### src/ata_pkg.sv
// ---------------------------------------------------------------------------
// ata_pkg
// shared types and constants of the address table
// ---------------------------------------------------------------------------
package ata_pkg;
  localparam int TableDepthDef = 64;
  localparam logic [23:0] DefLifeRst = 24'd10000;
  localparam logic [15:0] AgeStepRst = 16'd5;

  localparam logic [2:0] CMD_LOOKUP = 3'd0;
  localparam logic [2:0] CMD_INSERT = 3'd1;
  localparam logic [2:0] CMD_DELETE = 3'd2;
  localparam logic [2:0] CMD_DELALL = 3'd3;
  localparam logic [2:0] CMD_SETLIFE = 3'd4;
  localparam logic [2:0] CMD_AGE = 3'd5;

  localparam logic [1:0] ST_OK = 2'd0;
  localparam logic [1:0] ST_NOT_FOUND = 2'd1;
  localparam logic [1:0] ST_EMPTY = 2'd2;
  localparam logic [1:0] ST_FULL = 2'd3;

  localparam logic CFG_DEF_LIFE = 1'b0;
  localparam logic CFG_AGE_STEP = 1'b1;

  typedef struct packed {
    logic [2:0]  command;
    logic [31:0] ip_addr;
    logic [47:0] hw_addr;
    logic        is_dynamic;
    logic [23:0] new_lifetime;
  } cmd_t;

  localparam int CmdW = $bits(cmd_t);
endpackage

### src/ata_front.sv
// ---------------------------------------------------------------------------
// ata_front
// accepts command words into a two-entry queue toward the back end
// ---------------------------------------------------------------------------
module ata_front (
  input  logic          clk,
  input  logic          rst_n,
  input  logic          in_valid,
  output logic          in_stall,
  input  ata_pkg::cmd_t in_word,
  output logic          q_valid,
  output ata_pkg::cmd_t q_word,
  input  logic          q_take
);
  import ata_pkg::*;

  cmd_t q_r [2];
  logic [1:0] cnt_r, cnt_nxt;
  logic rd_r, rd_nxt;
  logic wr_r, wr_nxt;
  logic push, pop;

  assign in_stall = (cnt_r == 2'd2);
  assign push = in_valid && !in_stall;
  assign q_valid = (cnt_r != 2'd0);
  assign pop = q_take && q_valid;
  assign q_word = q_r[rd_r];

  always_comb begin
    cnt_nxt = cnt_r + 2'(push) - 2'(pop);
    rd_nxt = rd_r ^ pop;
    wr_nxt = wr_r ^ push;
  end

  always_ff @(posedge clk) begin
    if (push) q_r[wr_r] <= in_word;
    if (!rst_n) begin
      cnt_r <= '0;
      rd_r <= 1'b0;
      wr_r <= 1'b0;
    end else begin
      cnt_r <= cnt_nxt;
      rd_r <= rd_nxt;
      wr_r <= wr_nxt;
    end
  end
endmodule

### config.mk
export PLATFORM = sky130hd
export DESIGN_NAME = ata_front
export DESIGN_NICKNAME = d
export VERILOG_FILES = /design/src/ata_pkg.sv /design/src/ata_front.sv
export SDC_FILE = /design/constraint.sdc
export NUM_CORES = 1
export LEC_CHECK = 0
export ABC_AREA = 0
export BUFFER_PORTS_ARGS = -buffer_cell sky130_fd_sc_hd__buf_2
export CORE_MARGIN = 3
export CORE_UTILIZATION = 40
export CTS_BUF_LIST = sky130_fd_sc_hd__clkbuf_4 sky130_fd_sc_hd__clkbuf_8
export CTS_CLUSTER_DIAMETER = 80
export DETAILED_ROUTE_END_ITERATION = 7
export GPL_TIMING_DRIVEN = 0
export PLACE_DENSITY = 0.6
export SYNTH_ARGS = -nofsm -noshare
export SYNTH_HDL_FRONTEND = slang
export SYNTH_SLANG_ARGS = --single-unit
### constraint.sdc
create_clock -name clk -period 10 [get_ports clk]
set_input_delay 1.5 -clock clk [delete_from_list [all_inputs] [get_ports clk]]
set_output_delay 1.5 -clock clk [all_outputs]
set_load 0.01 [all_outputs]
== Yosys cells after proc, flatten, opt, wreduce, memory -nomap -nowiden ==
Memory sizes are Yosys's and may differ from the RTL's. A register that Yosys moved wholly into a read port is not among the register bits.
Index checks and enable logic that the tools add are counted.

* Add/subtract/negate cells: 2
* Eq/ne operators: 1
* Multiplexer cells: 3
* Bitwise gates (word level): 2
* Reductions and logical operators: 4

{| class="wikitable"
|+ Operator list
! kind !! number
|-
| 1-bit two-way mux || 3
|-
| 2-bit by 1-bit adder with 2-bit output || 1
|-
| 2-bit == test, second input constant || 1
|-
| 1-bit logical AND || 2
|-
| 2-bit nonzero test || 1
|-
| 2-bit by 1-bit subtractor with 2-bit output || 1
|-
| 1-bit bitwise XOR || 2
|-
| 1-bit zero test || 1
|}

* Register bits after elaboration: 4
* Memory bits (writable): 216
* Bits of input ports: 112
* Output and inout port bits: 110
* Logic and storage cells: 16
* Memories: 1

{| class="wikitable"
|+ Memories
! name !! depth !! bits a word !! read ports !! clocked after memory_dff !! wr ports !! line !! source
|-
| q_r || 2 || 108 || 1 || 1 || 1 || ata_front.sv:17 || <nowiki>cmd_t q_r [2];</nowiki>
|}

== Longest topological paths before layout ==
* Word-level depth: 5
* Depth in mapped cells: 7
* Depth with buffers taken out: 7

== Worst setup path after synthesis ==
OpenSTA, ideal clock, no wires.

* Path kind: input port to flip-flop
* Start: input port in_valid
* End: memory q_r[1][0] in the netlist's numbering, enable pin
* Library setup time: 0.480 ns
* Arrival: 4.181 ns
* Required time: 9.520 ns
* Slack: 5.339 ns
* Stages: 2
* Path buffers: 0
* Cells stage by stage: and2_1 ha_1

* Cells in the longest elaborated chain, start to end: 3

{| class="wikitable"
|+ RTL lines
! item !! line !! source
|-
| start: declaration || ata_front.sv:8 || <nowiki>input logic in_valid,</nowiki>
|-
| 1-bit logical AND || ata_front.sv:24 || <nowiki>assign push = in_valid && !in_stall;</nowiki>
|-
| 1-bit two-way mux || ata_front.sv:36 || <nowiki>if (push) q_r[wr_r] <= in_word;</nowiki>
|-
| 1-bit two-way mux (not written as such) || ata_front.sv:36 ||
|-
| end: declaration || ata_front.sv:17 ||
|}

Every way passes these cells.

==> run_results.csv <==
group,metric,value,unit
finish,multi_input_area,0.00147,mm²
drt,antenna_left,0,
finish,seq_area,0.00659,mm²
yosys,synthTopCellsByCount,"edfxtp_1, mux2_2, mux2_4",
cts,cts_buffer_depth,3,
setup_path,worst-endpoint-required,8.50,ns
yosys,synthSimpleGateAreaFrac,0.631,%
timing,rsz0062_at_grt,"no",
timing,finalHoldViolations,0,
drt,top_layer,"met5",
grt,gr-total-overflow,0,
grt,grtUsageTotal,13.6,%
floorplanning,core,0.0197,mm²
run,maxCapViolCount,0,
finish,layout-drive-gt1-share,62.2,%
pwr,total_leakage_power,3.94,nW
yosys,synth_cell_types,16,
floorplanning,num_rows,51,
drt,drc_errors,0,
cts,clk_pin_slew,0.06,ns
drt,dr_wl_met2,7.41,mm
pwr,powerDensity,246,mW/mm²
timing,layout_setup_ws,6.69,ns
drt,wl,15.3,mm
grt,antenna_found_initial,2,
cts,cts_made_buffers,37,
grt,first_global_vias,4654,
finish,synthToLayoutAreaGrowth,27.3,%
timing,tns,0,ns
yosys,synth_area_leaders,"edfxtp_1, mux2_2, mux2_4",
placed_design,io_buffers,221,
timing,period_share,33.1,%
drt,dr_wl_met3,1.53,mm
drt,vias_per_cell,4.61,
timing,worst_slew_pin_slew,0.770,ns
yosys,synth_adder_area_share,0.616,%
floorplanning,die_area,0.0221,mm²
yosys,synth_area,0.00813,mm²
timing,slew_viol_final,0,
cts,cts_root_buffer,"clkbuf_8",
timing,fmax,0.302,GHz
finish,fin_area,0.0103,mm²
yosys,syn_nets,477,
finish,fin_nets,739,
finish,nFillCells,1625,
yosys,synth_seq_area_share,81.1,%
yosys,synth-main-ff-cell,"edfxtp_1",
floorplanning,die_width,149,µm
finish,final_util,52.4,%
cts,ctsResizeCount,0,
setup_path,crit_type,"reg2out",
placed_design,gp_congestion,0.714,
cts,postCtsSetupBuffers,0,
yosys,synth_edf_count,216,
hold_path,hp-class,"reg2reg",
yosys,syn_avg_cell_area,22.5,µm²
yosys,netlist_instances,361,
grt,grt_max_degree,60,
cts,hold_buffers,0,
run_status,status,"finished clean",
drt,vias,4220,
yosys,synth_top_family_by_area,"multiplexers",
yosys,ys_ff_latch,221,
setup_path,end_kind,"primary output",
cts,cts_tree,"yes",
floorplanning,dieHeight,149,µm
timing,setup_viol,0,
timing,maxSlewHeadroom,48.7,%
yosys,ys_warn_count,0,
placed_design,place_area,0.00964,mm²
yosys,yosysTopAreaCellShare,79.8,%
setup_path,cp_max_fo,10,
drt,first_iter_violations,180,
yosys,synth_most_common_cell,"edfxtp_1",
floorplanning,start_util,41.2,%
yosys,synth_compound_area_share,0.0924,%
yosys,async_flop_share,0,%
yosys,synth_xor_area_share,0.277,%
grt,grt_pass1_wl,23.5,mm
setup_path,worstPathArrival,1.81,ns
yosys,synth_area_leader_cell,"edfxtp_1",
yosys,synth_mux_area_share,16.1,%
timing,skew,0.0129,ns
floorplanning,ios,222,
placed_design,dpl_worst_slack,6.73,ns
cts,cts_sinks,221,
drt,met1_length,5.91,mm
pwr,peakVddDrop,0.132,mV
setup_path,critPathLaunchType,"register",
cts,clk_latency,0.50,ns
drt,drtPass1Iterations,4,
placed_design,dpl.hpwl,10.3,mm
timing,final.min_clock_period,3.31,ns
cts,htree_levels,2,
drt,avgRoutedWirePerCell,16.8,µm
==> metrics by stage <==
step	hold WS (ns)	power, W	instances
finish	0.480	0.00254	915
global route	0.516	0.00268	914
CTS	0.486	0.00259	913
detailed placement	0.476	0.00184	849
global placement	0.459	0.00184	847
floorplan	0.452	0.00161	361
==> cell type report <==
| class | count | area share [%] |
|---|---|---|
| diodes | 2 | 0.0484 |
| plain buffers | 12 | 0.823 |
| clock buffers | 54 | 6.28 |
| clock inverters | 10 | 0.423 |
| inverters | 3 | 0.109 |
| multi-input cells | 125 | 14.2 |
| flip-flops and latches | 221 | 63.7 |
| well taps | 265 | 3.21 |
| repair buffers | 223 | 11.2 |
==> logic make-up after synthesis <==
| kind of cell | count (synthesis) |
|---|---|
| flip-flops | 221 |
| AND/OR/NAND/NOR | 9 |
| XOR/XNOR | 1 |
| AO/OA/AOI/OAI | 1 |
| multiplexers | 110 |
| adder cells (fa/ha/maj) | 4 |
| buffers and inverters | 15 |
==> worst max-delay path, cell delays in order (launching register included) <==
cell and delay (ns):
dfxtp_1 0.32, buf_6 0.16, buf_2 0.30, mux2_2 0.38, buf_2 0.15
==> placed cells by master (no fill, tap or decap) <==
cell type	Yosys	final
ha_4	0	2
diode_2	0	2
nand2b_1	2	2
nand2_1	2	2
clkbuf_8	0	39
mux2_2	88	88
buf_6	4	4
or2_2	1	1
clkbuf_4	0	15
clkinv_1	0	7
mux2i_1	2	2
and2_1	2	2
nor2b_1	2	2
clkinvlp_4	0	1
dfxtp_1	5	5
ha_1	4	2
mux2_4	20	20
buf_2	8	229
edfxtp_1	216	216
inv_1	3	3
o21a_1	1	1
clkinv_2	0	2
xnor3_1	1	1
buf_16	0	2
==> registers in the layout, summed over array words and instances (netlist names), named ones only <==
signal  count
q_r       216
cnt_r       2
rd_r        1
wr_r        1
==> metal layers <==
metal  vias up  GRT usage, %
met1      2030          15.9
met2       184          22.2
met3        38          5.36
met5         -             0
met4         2          6.24
li1       1966             -
==> worst paths after layout <==
path                endpoint  cells past startpoint     start  slack, ns
hold reg to reg         rd_r                      2      rd_r       0.48
hold / removal          rd_r                      2      rd_r       0.48
setup / recovery  q_word[85]                      4  register       6.69
setup reg to reg  q_r[1][92]                      4  cnt_r[0]       7.85
==> report_power, final <==
| group | internal [W] | switching (W) |
|---|---|---|
| sequential | 0.00118 | 0.0000286 |
| combinational | 0.000289 | 0.000316 |
| clock | 0.000414 | 0.000319 |
| total | 0.00188 | 0.000663 |
Note: power is estimated with default switching activity, not from simulation.
